File: config.mk
export PLATFORM = sky130hd
export DESIGN_NAME = arithmetic_coder_interval_update
export DESIGN_NICKNAME = d
export VERILOG_FILES = /design/src/rtl/acu_pkg.sv /design/src/rtl/arithmetic_coder_interval_update.sv /design/src/rtl/acu_scale_lane.sv /design/src/rtl/acu_renorm.sv
export SDC_FILE = /design/constraint.sdc
export NUM_CORES = 1
export LEC_CHECK = 0
export ABC_AREA = 1
export BUFFER_PORTS_ARGS = -buffer_cell sky130_fd_sc_hd__buf_4
export CORE_ASPECT_RATIO = 1.25
export CORE_MARGIN = 3
export CORE_UTILIZATION = 40
export DETAILED_ROUTE_END_ITERATION = 6
export PLACE_DENSITY_LB_ADDON = 0.2
export SYNTH_ARGS = -nofsm -noshare
export SYNTH_HDL_FRONTEND = slang
export SYNTH_SLANG_ARGS = --single-unit
File: constraint.sdc
create_clock -name clk -period 8.6 [get_ports clk]
set_clock_uncertainty 0.15 [all_clocks]
set_input_delay 1.72 -clock clk [delete_from_list [all_inputs] [get_ports clk]]
set_output_delay 1.72 -clock clk [all_outputs]
set_load 0.005 [all_outputs]
File: src/rtl/acu_pkg.sv
`timescale 1ns / 1ps
`default_nettype none
// ----------------------------------------------------------------------------
// acu_pkg
// Types and fixed widths shared by the interval update block and its units.
// ----------------------------------------------------------------------------
package acu_pkg;

  localparam int SL_W       = 16;  // sym_low width
  localparam int TW         = 17;  // sym_high / total width
  localparam int MAX_EVENTS = 32;
  localparam int EV_CW      = 6;   // holds 0..MAX_EVENTS

  typedef struct packed {
    logic [SL_W-1:0] sym_low;
    logic [TW-1:0]   sym_high;
    logic [TW-1:0]   total;
  } acu_in_t;

  typedef struct packed {
    logic kind;
    logic bit_res;
    logic last;
  } acu_out_t;

  // one renormalization move as seen by the sequencer
  typedef struct packed {
    logic hit;
    logic kind;
    logic bit_res;
  } acu_ev_t;

endpackage

`default_nettype wire

File: src/rtl/arithmetic_coder_interval_update.sv
`timescale 1ns / 1ps
`default_nettype none
// ----------------------------------------------------------------------------
// arithmetic_coder_interval_update
// Range coder interval narrowing and renormalization event stream.
// ----------------------------------------------------------------------------
// Usage:
//   in channel: one item per symbol (sym_low, sym_high, total). in_stall is
//   high from acceptance until the symbol's renormalization is finished.
//   out channel: zero or more events per symbol (kind, bit_res, last); last
//   marks the final event of a symbol, at most 32 events are sent per symbol.
//   Steps: accept, prep, scaling (two bit-serial lanes, one range bit each
//   per cycle), update, then renormalization moves one at a time until a
//   check finds no move.
//   Events go through an output register; a stall on the out channel holds
//   the renormalization sequencer at the next event until the register
//   frees. The last event may still wait while the next symbol is taken.
//   Reset (rst, synchronous) sets low to zero and high to all ones, empties
//   the output register and returns the sequencer to idle.
// ----------------------------------------------------------------------------
module arithmetic_coder_interval_update
  import acu_pkg::*;
#(
  parameter int PRECISION = 32,
  parameter int FREQ_BITS = 16
) (
  input  wire logic     clk,
  input  wire logic     rst,
  input  wire logic     in_valid,
  output logic          in_stall,
  input  wire acu_in_t  in_item,
  output logic          out_valid,
  input  wire logic     out_stall,
  output acu_out_t      out_item
);

  localparam int QW = PRECISION + 1;
  localparam int CW = $clog2(QW + 1);
  localparam logic [31:0] TOTAL_MAX = 32'd1 << FREQ_BITS;

  typedef enum logic [2:0] {
    S_IDLE,
    S_PREP,
    S_SCALE,
    S_UPDATE,
    S_RENORM
  } state_t;

  state_t               state;
  logic [PRECISION-1:0] low;
  logic [PRECISION-1:0] high;
  logic [QW-1:0]        rng;
  logic [CW-1:0]        sc_cnt;
  logic [TW-1:0]        a_lo;
  logic [TW-1:0]        a_hi;
  logic [TW-1:0]        t_reg;
  logic [EV_CW-1:0]     ev_cnt;

  logic [TW-1:0]        t_cl;
  logic [TW-1:0]        hi_cl;
  logic [TW-1:0]        lo_cl;
  logic [PRECISION-1:0] high_eff;
  logic [QW-1:0]        q_lo;
  logic [QW-1:0]        q_hi;
  logic [QW-1:0]        sum_lo;
  logic [QW-1:0]        sum_hi;
  logic [PRECISION-1:0] nl;
  logic [PRECISION-1:0] nh;
  logic                 out_free;
  logic                 ev_load;
  logic                 lane_start;
  logic                 lane_step;

  acu_ev_t              ev_cur;
  acu_ev_t              ev_nx;
  logic [PRECISION-1:0] low_mv;
  logic [PRECISION-1:0] high_mv;
  logic [PRECISION-1:0] low_nx_unused;
  logic [PRECISION-1:0] high_nx_unused;

  assign in_stall   = (state != S_IDLE);
  assign out_free   = !out_valid || !out_stall;
  assign ev_load    = (state == S_RENORM) && ev_cur.hit &&
                      (ev_cnt != EV_CW'(MAX_EVENTS)) && out_free;
  assign lane_start = (state == S_PREP);
  assign lane_step  = (state == S_SCALE);

  // input clamps
  always_comb begin
    t_cl = (in_item.total == '0) ? TW'(1) : in_item.total;
    if ({15'd0, t_cl} > TOTAL_MAX) begin
      t_cl = TOTAL_MAX[TW-1:0];
    end
    hi_cl = (in_item.sym_high > t_cl) ? t_cl : in_item.sym_high;
    if (hi_cl == '0) begin
      hi_cl = TW'(1);
    end
    lo_cl = ({1'b0, in_item.sym_low} >= hi_cl) ? (hi_cl - TW'(1))
                                                : {1'b0, in_item.sym_low};
  end

  always_comb begin
    high_eff = (high < low) ? low : high;
    sum_lo   = {1'b0, low} + q_lo;
    sum_hi   = {1'b0, low} + q_hi - QW'(1);
    nl       = sum_lo[PRECISION-1:0];
    nh       = (q_hi <= q_lo) ? nl : sum_hi[PRECISION-1:0];
  end

  acu_scale_lane #(.QW(QW)) u_lane_lo (
    .clk     (clk),
    .start   (lane_start),
    .step    (lane_step),
    .rng_bit (rng[QW-1]),
    .a       (a_lo),
    .t       (t_reg),
    .q       (q_lo)
  );

  acu_scale_lane #(.QW(QW)) u_lane_hi (
    .clk     (clk),
    .start   (lane_start),
    .step    (lane_step),
    .rng_bit (rng[QW-1]),
    .a       (a_hi),
    .t       (t_reg),
    .q       (q_hi)
  );

  acu_renorm #(.PRECISION(PRECISION)) u_renorm_cur (
    .low       (low),
    .high      (high),
    .ev        (ev_cur),
    .low_next  (low_mv),
    .high_next (high_mv)
  );

  // lookahead: does the move after this one produce an event too
  acu_renorm #(.PRECISION(PRECISION)) u_renorm_nx (
    .low       (low_mv),
    .high      (high_mv),
    .ev        (ev_nx),
    .low_next  (low_nx_unused),
    .high_next (high_nx_unused)
  );

  always_ff @(posedge clk) begin
    if (rst) begin
      state     <= S_IDLE;
      low       <= '0;
      high      <= '1;
      out_valid <= 1'b0;
      ev_cnt    <= '0;
      sc_cnt    <= '0;
    end else begin
      if (ev_load) begin
        out_valid <= 1'b1;
      end else if (out_valid && !out_stall) begin
        out_valid <= 1'b0;
      end
      unique case (state)
        S_IDLE: begin
          if (in_valid) begin
            a_lo  <= lo_cl;
            a_hi  <= hi_cl;
            t_reg <= t_cl;
            state <= S_PREP;
          end
        end
        S_PREP: begin
          rng    <= {1'b0, high_eff} - {1'b0, low} + QW'(1);
          sc_cnt <= CW'(QW);
          state  <= S_SCALE;
        end
        S_SCALE: begin
          rng    <= {rng[QW-2:0], 1'b0};
          sc_cnt <= sc_cnt - CW'(1);
          if (sc_cnt == CW'(1)) begin
            state <= S_UPDATE;
          end
        end
        S_UPDATE: begin
          low    <= nl;
          high   <= nh;
          ev_cnt <= '0;
          state  <= S_RENORM;
        end
        S_RENORM: begin
          if (!ev_cur.hit) begin
            state <= S_IDLE;
          end else if (ev_cnt == EV_CW'(MAX_EVENTS)) begin
            // event budget spent: keep moving without reporting
            low  <= low_mv;
            high <= high_mv;
          end else if (out_free) begin
            out_item.kind    <= ev_cur.kind;
            out_item.bit_res <= ev_cur.bit_res;
            out_item.last    <= !ev_nx.hit || (ev_cnt == EV_CW'(MAX_EVENTS - 1));
            ev_cnt           <= ev_cnt + EV_CW'(1);
            low              <= low_mv;
            high             <= high_mv;
          end
        end
        default: begin
          state <= S_IDLE;
        end
      endcase
    end
  end

  // an event is only loaded by the renormalization sequencer
  a_out_src : assert property (@(posedge clk) disable iff (rst)
    $rose(out_valid) |-> $past(state == S_RENORM))
    else $error("event loaded outside renormalization");

  // the kept interval never inverts
  a_order : assert property (@(posedge clk) disable iff (rst)
    high >= low)
    else $error("interval high below low");

  // event count stays within budget
  a_cnt : assert property (@(posedge clk) disable iff (rst)
    ev_cnt <= EV_CW'(MAX_EVENTS))
    else $error("event count overflow");

  // a held event is not overwritten while the receiver stalls
  a_hold : assert property (@(posedge clk) disable iff (rst)
    $past(out_valid && out_stall) && !$past(rst) |-> out_valid && $stable(out_item))
    else $error("stalled event lost");

endmodule

`default_nettype wire

File: src/rtl/acu_scale_lane.sv
`timescale 1ns / 1ps
`default_nettype none
// ----------------------------------------------------------------------------
// acu_scale_lane
// Bit-serial floor(a * range / t): one range bit per step, msb first.
// ----------------------------------------------------------------------------
module acu_scale_lane
  import acu_pkg::*;
#(
  parameter int QW = 33
) (
  input  wire logic          clk,
  input  wire logic          start,
  input  wire logic          step,
  input  wire logic          rng_bit,
  input  wire logic [TW-1:0] a,
  input  wire logic [TW-1:0] t,
  output logic      [QW-1:0] q
);

  logic [TW-1:0] rem;
  logic [TW+1:0] r2;
  logic [TW+1:0] t1;
  logic [TW+1:0] t2;
  logic          ge1;
  logic          ge2;
  logic [TW+1:0] rem_wide;
  logic [1:0]    k;

  // invariant: a * range_prefix = q * t + rem, rem < t (needs a <= t)
  always_comb begin
    r2  = {1'b0, rem, 1'b0} + (rng_bit ? {2'b00, a} : '0);
    t1  = {2'b00, t};
    t2  = {1'b0, t, 1'b0};
    ge2 = (r2 >= t2);
    ge1 = (r2 >= t1);
    if (ge2) begin
      rem_wide = r2 - t2;
      k        = 2'd2;
    end else if (ge1) begin
      rem_wide = r2 - t1;
      k        = 2'd1;
    end else begin
      rem_wide = r2;
      k        = 2'd0;
    end
  end

  always_ff @(posedge clk) begin
    if (start) begin
      rem <= '0;
      q   <= '0;
    end else if (step) begin
      rem <= rem_wide[TW-1:0];
      q   <= {q[QW-2:0], 1'b0} + {{(QW-2){1'b0}}, k};
    end
  end

endmodule

`default_nettype wire

File: src/rtl/acu_renorm.sv
`timescale 1ns / 1ps
`default_nettype none
// ----------------------------------------------------------------------------
// acu_renorm
// One renormalization move: detects a shift or underflow and forms the
// interval after it.
// ----------------------------------------------------------------------------
module acu_renorm
  import acu_pkg::*;
#(
  parameter int PRECISION = 32
) (
  input  wire logic [PRECISION-1:0] low,
  input  wire logic [PRECISION-1:0] high,
  output acu_ev_t                   ev,
  output logic      [PRECISION-1:0] low_next,
  output logic      [PRECISION-1:0] high_next
);

  logic shift_hit;
  logic uf_hit;

  always_comb begin
    shift_hit = (low[PRECISION-1] == high[PRECISION-1]);
    uf_hit    = !shift_hit && low[PRECISION-2] && !high[PRECISION-2];
    ev.hit     = shift_hit || uf_hit;
    ev.kind    = uf_hit;
    ev.bit_res = shift_hit && low[PRECISION-1];
    if (shift_hit) begin
      low_next  = {low[PRECISION-2:0], 1'b0};
      high_next = {high[PRECISION-2:0], 1'b1};
    end else if (uf_hit) begin
      // second bit removed, top bits stay apart
      low_next  = {~low[PRECISION-2], low[PRECISION-3:0], 1'b0};
      high_next = {1'b1, high[PRECISION-3:0], 1'b1};
    end else begin
      low_next  = low;
      high_next = high;
    end
  end

endmodule

`default_nettype wire

* Yosys cells after proc, flatten, opt, wreduce, memory -nomap -nowiden
Cells that the tools add are included.
Storage, ports and cells: bits in registers 267, input bits 54, word-level logic and storage cells 137
Cells by class: order comparisons 9, reduce and logical (&&, ||, !) cells 33, eq/ne operators 17, bitwise gates (word level) 3, add/sub/neg operators 16, mux-type cells 41
Operator list (count):
- 32-bit 2-to-1 mux | 12
- 17-bit 2-to-1 mux | 10
- 32-bit one-hot mux with 2 select lines | 2
- 17-bit subtractor | 4
- 33-bit by 2-bit adder with 33-bit output | 2
- 33-bit one-hot mux with 2 select lines | 1
- 32-bit adder | 2
- 18-bit by 17-bit adder with 19-bit output | 2
- 19-bit by 17-bit greater-or-equal comparator with 1-bit output | 2
- 19-bit by 18-bit greater-or-equal comparator with 1-bit output | 2
- 17-bit zero test | 2
- 33-bit by 1-bit adder with 33-bit output (second input constant) | 1
- 33-bit less-or-equal comparator | 1
- 32-bit by 32-bit subtractor with 33-bit output | 1
- 32-bit < comparator | 1
- 32-bit by 1-bit subtractor with 32-bit output (second input constant) | 1
- 6-bit one-hot mux with 2 select lines | 2
- 6-bit 2-to-1 mux | 3
- 16-bit by 17-bit greater-or-equal comparator with 1-bit output | 1
- 17-bit > comparator | 1
- 17-bit > comparator (second input constant) | 1
- 17-bit by 1-bit subtractor with 17-bit output (second input constant) | 1
- 16-bit 2-to-1 mux | 1
- 3-bit one-hot mux with 5 select lines | 1
- 27 further kinds | 62

* Logic depth before layout (Yosys ltp)
Gate-level depths: netlist (run 1).
depth in word-level cells 13, depth in mapped cells 44

* Cells and area by module
From an unflattened synthesis (run 1), not the netlist that was laid out.
Unflattened totals: cells, all modules 4714, area total of the unflattened synthesis 30006.3 um^2
By module, submodules not included:
- arithmetic_coder_interval_update | sequential area each 4214.0 um^2, area each 16557.1 um^2, instances 1, cells an instance 2376
- acu_scale_lane (u_lane_hi) | sequential area each 1001.0 um^2, area each 5831.8 um^2, instances 1, cells an instance 960
- acu_scale_lane (u_lane_lo) | sequential area each 1001.0 um^2, area each 5783.0 um^2, instances 1, cells an instance 946
- acu_renorm | sequential area each 0.0 um^2, area each 917.1 um^2, instances 2, cells an instance 216

* Worst setup path before layout (run 1)
No wires, ideal clock.
path type input to register, from in in_item[14] in the netlist's numbering, to reg a_lo[8], data pin, cell stages on the path 37, setup time 0.258 ns, arrival 5.587 ns, data required time 8.192 ns, setup slack 2.605 ns, cells stage by stage nor2_1 nand2_1 nor2_1 a31oi_1 nor2_1 inv_1 ha_1 nand2_1 inv_1 nand2_1 nand2_1 nand2_1 nand2_1 nand2_1 nand3_4 nand2_2 buf_6 nand2_1 nand2_2 inv_1 ha_1 nand2_1 nor2_1 inv_1 nor3_1 nand3_1 nand4_1 nand2_1 inv_1 nor2_1 o21ai_0 nand2_1 a21oi_4 clkinv_1 clkbuf_1 nand2_1 nand2_1
Between the ends: word-level cells in the longest chain between the ends 10
Ends and longest elaborated chain:
- start, declared | RTL line arithmetic_coder_interval_update.sv:31 | input wire acu_in_t in_item,
- 17-bit zero test | RTL line arithmetic_coder_interval_update.sv:90 | t_cl = (in_item.total == '0) ? TW'(1) : in_item.total;
- 17-bit 2-to-1 mux * | RTL line arithmetic_coder_interval_update.sv:90
- 17-bit > comparator | RTL line arithmetic_coder_interval_update.sv:91 | if ({15'd0, t_cl} > TOTAL_MAX) begin
- 17-bit 2-to-1 mux * | RTL line arithmetic_coder_interval_update.sv:91
- named net t_cl[4] | RTL line arithmetic_coder_interval_update.sv:59 | logic [TW-1:0] t_cl;
- 17-bit > comparator | RTL line arithmetic_coder_interval_update.sv:94 | hi_cl = (in_item.sym_high > t_cl) ? t_cl : in_item.sym_high;
- 17-bit 2-to-1 mux * | RTL line arithmetic_coder_interval_update.sv:94
- 17-bit zero test | RTL line arithmetic_coder_interval_update.sv:95 | if (hi_cl == '0) begin
- 17-bit 2-to-1 mux * | RTL line arithmetic_coder_interval_update.sv:95
- named net hi_cl[6] | RTL line arithmetic_coder_interval_update.sv:60 | logic [TW-1:0] hi_cl;
- 17-bit by 1-bit subtractor with 17-bit output or 16-bit by 17-bit greater-or-equal comparator with 1-bit output (tied branches) | RTL line arithmetic_coder_interval_update.sv:98 | lo_cl = ({1'b0, in_item.sym_low} >= hi_cl) ? (hi_cl - TW'(1))
- 16-bit 2-to-1 mux * | RTL line arithmetic_coder_interval_update.sv:98
- named net lo_cl[8] | RTL line arithmetic_coder_interval_update.sv:61 | logic [TW-1:0] lo_cl;
- end signal, assigned | RTL line arithmetic_coder_interval_update.sv:164 | a_lo <= lo_cl;
- end, declared | RTL line arithmetic_coder_interval_update.sv:54 | logic [TW-1:0] a_lo;
Mark *: on every way through the listed nets, which the timed path passes. The rest lies on a longest branch. A chain may end at the register's enable or synchronous reset.

* Worst setup path in the final report (run 1)
from reg rng[32], to reg u_lane_hi.q[29]
Between the ends: word-level cells in the longest chain between the ends 6
Ends and longest elaborated chain:
- start, declared | RTL line arithmetic_coder_interval_update.sv:52 | logic [QW-1:0] rng;
- start signal, assigned | RTL line arithmetic_coder_interval_update.sv:171 | rng <= {1'b0, high_eff} - {1'b0, low} + QW'(1);
- start signal, assigned | RTL line arithmetic_coder_interval_update.sv:176 | rng <= {rng[QW-2:0], 1'b0};
- 17-bit 2-to-1 mux * | RTL line acu_scale_lane.sv:32 | r2 = {1'b0, rem, 1'b0} + (rng_bit ? {2'b00, a} : '0);
- 18-bit by 17-bit adder with 19-bit output * | RTL line acu_scale_lane.sv:32
- 19-bit by 17-bit greater-or-equal comparator with 1-bit output | RTL line acu_scale_lane.sv:36 | ge1 = (r2 >= t1);
- 1-bit 2-to-1 mux | RTL line acu_scale_lane.sv:40 | end else if (ge1) begin
- 2-bit 2-to-1 mux * | RTL line acu_scale_lane.sv:37 | if (ge2) begin
- 33-bit by 2-bit adder with 33-bit output * | RTL line acu_scale_lane.sv:55 | q <= {q[QW-2:0], 1'b0} + {{(QW-2){1'b0}}, k};
- end signal, assigned | RTL line acu_scale_lane.sv:55
- end, declared | RTL line acu_scale_lane.sv:18 | output logic [QW-1:0] q
Mark *: on every way between the ends. The rest lies on a longest branch, timed or not.

==> summary.md, run 1 <==
| Metric | Value |
|---|---|
| Critical Path RT | 8.86 ns |
| Critical path startpoint | rng[32] |
| Netlist cell types | 67 |
| Max Clk Rate | 0.141 GHz |
| 1st-iter DRT viols | 1763 |
| Largest net degree at the start of global routing | 91 |
| # setup viols final | 0 |
| Slew Viols, Final | 0 |
| Initial Utilization | 0.405 |
| Worst hold path class | register to register |
| Ys flop type | dfxtp_1 |
| First-pass GRT wire length | 142000 µm |
| Post-route cell area | 29200 µm² |
| PortBufs | 58 |
| RSZ-0062 raised after global routing | false |
| Commonest non-fill, non-tap cells in the layout | nand2_1, inv_1, ha_1 |
| Reg-to-reg endpoint | u_lane_hi.q[29] |
| Number of global-route vias before repair | 25800 |
| Worst-path clk slew | 0.06 ns |
| Final wirelength | 91800 µm |
| Final number of hold-violating endpoints | 0 |
| Post-cts resize count | 0 |
| Final Power | 10.2 mW |
| Antenna violations before repair | 0 |
| Worst-path fanout max | 20 |
| Async SR Flop Fraction | 0 |
| Via count | 26300 |
| Clk buf depth | 3 |
| GRT Util Overall | 0.256 |
| Post-synthesis area per instance | 6.80 µm² |
| Remaining Overflow, GRT | 0 |
| Die Area | 70000 µm² |
| Worst IR Drop VDD | 0.162 mV |
| Filler Cell Count | 7021 |
| Total CTS buffers | 35 |
| Multi-input logic area | 18100 µm² |
| Core Area | 66000 µm² |
| R2R depth | 39 |
| IO Pins | 59 |
| Rel. slew slack | 0.269 |
| Ratio of cells with drive above 1 in the final layout | 0.0574 |
| Outcome | finished clean |
| Netlist Area Pre-Place | 26700 µm² |
| Post-route antenna net violation count | 0 |
| Reg area | 6220 µm² |
| Critical R2R Launch | rng[32] |
| Min Hold Slack | 0.319 ns |
| Placed Instance Area | 28100 µm² |
| CTS tree | built |
| Synth Register Bits | 267 |
| Flop2flop setup slack | 1.49 ns |
| Sequential-to-total area share from yosys stat | 0.233 |
| Post-synth top area share | 0.169 |
| Final period util | 0.827 |
| Most common cell after layout, fill and taps aside | nand2_1 |
| Die width | 237 µm |
| Vias/cell | 5.45 |
| Post-CTS Hold Buffers | 0 |
| DR WL/cell | 19.0 µm |
| P&R area growth vs syn | 9.06% |
| Setup_tns | 0 ns |
| Placed cells | 4771 |
| Layout Cells excl Fill | 4831 |
| NumNets Final | 4377 |
| Top flop regs | rng (33), u_lane_hi.q (33), u_lane_lo.q (33) |
| Worst path max stage delay | 0.69 ns |
| Least-Margin Pin Slew | 1.09 ns |
| PwrDens | 349 nW/µm² |
| Clock Latency Late Sink | 0.57 ns |
| Residual DRC | 0 |
| Final setup margin | 1.49 ns |
| FP Rows | 105 |
| Max_cap viols | 0 |
| WP data arrival | 7.37 ns |
| Final core utilization | 0.442 |
| Sink Count | 267 |
| YS warnings | 0 |
| Setup crit start kind | register |
| CP endpoint kind | register |
| Drt pass-1 iters | 5 |
| Die H | 295 µm |
| CTS root buffer | clkbuf_16 |
| Gpl congestion | 0.954 |
| CP max stage cell | edfxtp_1 |
| Synth area leaders | ha_1, nand2_1, dfxtp_1 |
| EDFF count, synth | 87 |
| H-Tree Depth | 2 |
| Post-DP HPWL | 73700 µm |
| Cell taking the most area after synthesis | ha_1 |
| Post-CTS setup buffer count | 0 |
| Synthesized Nets | 4353 |
| Number of diodes | 0 |
| Gate Count Post-Synth | 3928 |
| Worst Setup EP | u_lane_hi.q[29] |
| DP Worst Slack | 1.22 ns |
| Leakage | 14.2 nW |
| Most used cell, CP | nand2_1 |
| Final min period | 7.11 ns |
| Crit Path Category | register to register |
==> Yosys cell counts, drive strengths merged (11+ instances only) <==
cell	instances
inv	545
o22ai	32
a31oi	27
a21o	28
a21oi	363
nor3	52
buf	18
nor4	27
nand3	201
o21bai	16
xor2	128
xnor2	50
o21ai	255
a221oi	37
clkbuf	80
nor2	253
nand2	976
or2	36
dfxtp	180
o21a	12
edfxtp	87
o211ai	35
nand4	48
a21boi	11
ha	362
==> worst min-delay path by stage <==
stage	startpoint	to	cells past startpoint
global route	u_lane_hi.q[32]	u_lane_hi.q[32]	2
floorplan	u_lane_hi.q[32]	u_lane_hi.q[32]	2
detailed placement	sc_cnt[4]	sc_cnt[4]	2
global placement	sc_cnt[4]	sc_cnt[4]	2
finish	sc_cnt[4]	sc_cnt[4]	2
CTS	sc_cnt[4]	sc_cnt[4]	2
==> worst max-delay path: cells and delay by family, from the launching register on <==
family          cells  cell delay, ns
simple gates       23            3.05
fa+ha+maj           4            1.30
compound gates      6            0.96
flops               1            0.69
buf+inv             4            0.51
xor+xnor            2            0.30
==> per-layer routing <==
layer / up-vias / GRT usage / wire length (µm) / part of all wire
li1: 13300 / - / - / -
met1: 12200 / 0.296 / 37200 / 0.41
met2: 600 / 0.477 / 46700 / 0.51
met3: 201 / 0.0215 / 2950 / 0.032
met4: 0 / 0.124 / 4900 / 0.053
met5: - / 0 / 0 / 0
==> where the power goes <==
group	total [mW]	leakage, nW	internal [mW]	switching, mW
combinational	6.92	11.4	2.42	4.50
clock	1.47	0.525	0.830	0.641
sequential	1.79	2.27	1.61	0.183
==> kinds of logic (layout without fill, tap and decap cells) <==
family                     Yosys count  in the layout  synth area share
buffers and inverters              646            693            0.0919
and+or+nand+nor                   1613           1613             0.258
xor gates and xnor gates           178            178            0.0583
DFF                                267            267             0.233
adders and majority gates          371            371             0.176
AOI/OAI and AO/OA                  853            853             0.183
==> layout make-up <==
cell class,count,share of cell area
Inverter,548,0.0706
Sequential cell,267,0.213
Timing Repair Buffer,85,0.0219
Multi-Input combinational cell,3015,0.620
Clock inverter,16,0.00519
Tap cell,856,0.0367
Clock buffer,44,0.0319
No activity file was read; power rests on OpenSTA's default activity.
==> run 2, diff against run 1 <==
clock period = 7.3 ns   (was 8.6 ns; I/O delays follow)
==> summary.md, run 2 (same netlist as run 1, synthesis figures left out) <==
| Metric | Value |
|---|---|
| Remaining Overflow, GRT | 0 (unchanged) |
| Top flop regs | rng (33), u_lane_hi.q (33), u_lane_lo.q (33) |
| Post-DP HPWL | 73400 µm (-0.42%) |
| Final number of hold-violating endpoints | 0 (unchanged) |
| Die Area | 70000 µm² (unchanged) |
| Crit path max-delay family | simple AND/OR/NAND/NOR gates |
| WHS Endpoint | sc_cnt[4] |
| Ratio of cells with drive above 1 in the final layout | 0.0585 (+0.00115) |
| 1st-iter DRT viols | 1477 (-16%) |
| P&R area growth vs syn | 9.86% |
| Least-Margin Pin Slew | 1.10 ns (+0.0113 ns) |
| Layout Cells excl Fill | 4839 (+0.17%) |
| Placed cells | 4771 (unchanged) |
| Die width | 237 µm (unchanged) |
| PortBufs | 58 (unchanged) |
| Sink Count | 267 (unchanged) |
| RSZ-0062 raised after global routing | false |
| Vias/cell | 5.44 (-0.14%) |
| CTS tree | built |
| Number of global-route vias before repair | 25600 (-0.73%) |
| Post-route antenna net violation count | 0 (unchanged) |
| Rel. slew slack | 0.262 (-0.00757) |
| R2R depth | 37 (-5.1%) |
| Buf+Inv Stages, Crit Path | 4 (unchanged) |
| Reg-to-reg endpoint | u_lane_hi.q[29] |
| Critical R2R Launch | rng[32] |
| Commonest non-fill, non-tap cells in the layout | nand2_1, inv_1, ha_1 |
| Final wirelength | 90800 µm (-1.1%) |
| Hold depth | 2 (unchanged) |
| Flop2flop setup slack | 0.78 ns (-0.70 ns) |
| Critical Path RT | 7.57 ns (-1.29 ns) |
| Worst-path fanout max | 15 (-25%) |
| FP Rows | 105 (unchanged) |
| DR WL/cell | 18.8 µm (-1.2%) |
| Residual DRC | 0 (unchanged) |
| Die H | 295 µm (unchanged) |
| Setup crit start kind | register |
| Most common cell after layout, fill and taps aside | nand2_1 |
| First-pass GRT wire length | 140000 µm (-1.2%) |
| Max Clk Rate | 0.153 GHz (+9.1%) |
| Worst IR Drop VDD | 0.210 mV (+29%) |
| PwrDens | 415 nW/µm² (+19%) |
| NumNets Final | 4379 (+0.046%) |
| GRT Util Overall | 0.252 (-0.00405) |
| IO Pins | 59 (unchanged) |
| Via count | 26300 (+0.027%) |
| Final min period | 6.52 ns (-0.596 ns) |
| Worst hold path class | register to register |
| Worst path max stage delay | 0.43 ns (-0.26 ns) |
| Slew Viols, Final | 0 (unchanged) |
| Crit. path cell count | 37 (-5.1%) |
| Drt pass-1 iters | 5 (unchanged) |
| Most used cell, CP | nand2_1 |
| Gpl congestion | 0.987 (+3.5%) |
| Worst-path clk slew | 0.06 ns (about the same) |
| Core Area | 66000 µm² (unchanged) |
| Antenna violations before repair | 0 (unchanged) |
| Final period util | 0.893 (+0.0656) |
| Max_cap viols | 0 (unchanged) |
| Crit Path Category | register to register |
| Clk buf depth | 3 (unchanged) |
| Setup_tns | 0 ns (unchanged) |
| Min-delay src | sc_cnt[4] |
| Clock Latency Late Sink | 0.56 ns (about the same) |
| CTS root buffer | clkbuf_16 |
| Leakage | 14.3 nW (+0.73%) |
| Outcome | finished clean |
| CP max stage cell | ha_1 |
| # setup viols final | 0 (unchanged) |
| CP endpoint kind | register |
| Initial Utilization | 0.405 (unchanged) |
| H-Tree Depth | 2 (unchanged) |
| WP data arrival | 6.78 ns (-0.59 ns) |
| Largest net degree at the start of global routing | 84 (-7.7%) |
| Total CTS buffers | 37 (+5.7%) |
[run 2: cell count changes in the layout (fill, tap and decap cells not counted), sizes merged]
cell,change
bufinv,+3
clkinvlp,-2
clkinv,-3
diode,+1
clkbuf,+9
[run 2: final cells by class]
class,count,area [µm²]
clock buffer,53,1080
sequential,267,6220
timing repair buffer,85,638
tap,856,1070
antenna,1,2.50
fill,6999,36600
inverter,548,2060
multi-input combinational,3015,18100
clock inverter,14,206
[run 2: where the power goes]
group	internal (mW)	leakage, nW	switching, mW
clock network	1.21	0.626	0.744
logic	2.85	11.4	5.30
registers	1.89	2.27	0.191
total	5.95	14.3	6.24
[run 2: stage by stage]
| step | instance area, µm² | hold slack (ns) | power, mW | setup WS [ns] | util |
|---|---|---|---|---|---|
| 5_1_grt | 29400 | 0.339 | 13.3 | 0.166 | 0.445 |
| 2_1_floorplan | 26700 | 0.280 | 8.04 | 1.41 | - |
| 6_report | 29400 | 0.317 | 12.2 | 0.784 | 0.445 |
| 4_1_cts | 29400 | 0.318 | 12.2 | 0.679 | 0.445 |
| 3_5_place_dp | 28100 | 0.310 | 10.2 | 0.561 | 0.426 |
| 3_3_place_gp | 28100 | 0.295 | 10.2 | 0.590 | 0.426 |
[run 2: metal layers]
layer  routed length [µm]  global-route usage  up-vias
li1                     -                   -    13300
met1                37800               0.297    12300
met2                45500               0.465      582
met3                 3110              0.0223      196
met4                 4460               0.114        0
met5                    0                   0        -
[run 2: tightest hold or removal path: cells and delay by family, from the launching register on]
kind	cells	cell delay, ns
DFF	1	0.31
AOI/OAI and AO/OA	1	0.05
and+or+nand+nor	1	0.06
[run 2: how the worst max path moves through the flow]
stage,from,end,slack [ns]
2_1_floorplan,rng[32],u_lane_hi.q[27],1.41
3_3_place_gp,in_item[5],a_lo[3],0.59
3_5_place_dp,in_item[12],a_lo[1],0.56
4_1_cts,rng[32],u_lane_hi.q[29],0.68
5_1_grt,rng[32],u_lane_hi.q[29],0.17
6_report,rng[32],u_lane_hi.q[29],0.78
[run 2: repair_timing]
action                                  4_1_cts  5_1_grt
endpoints found under the setup margin        0        1
resized for setup                             0        1
hold buffers                                  0        0
buffers inserted                              0        0
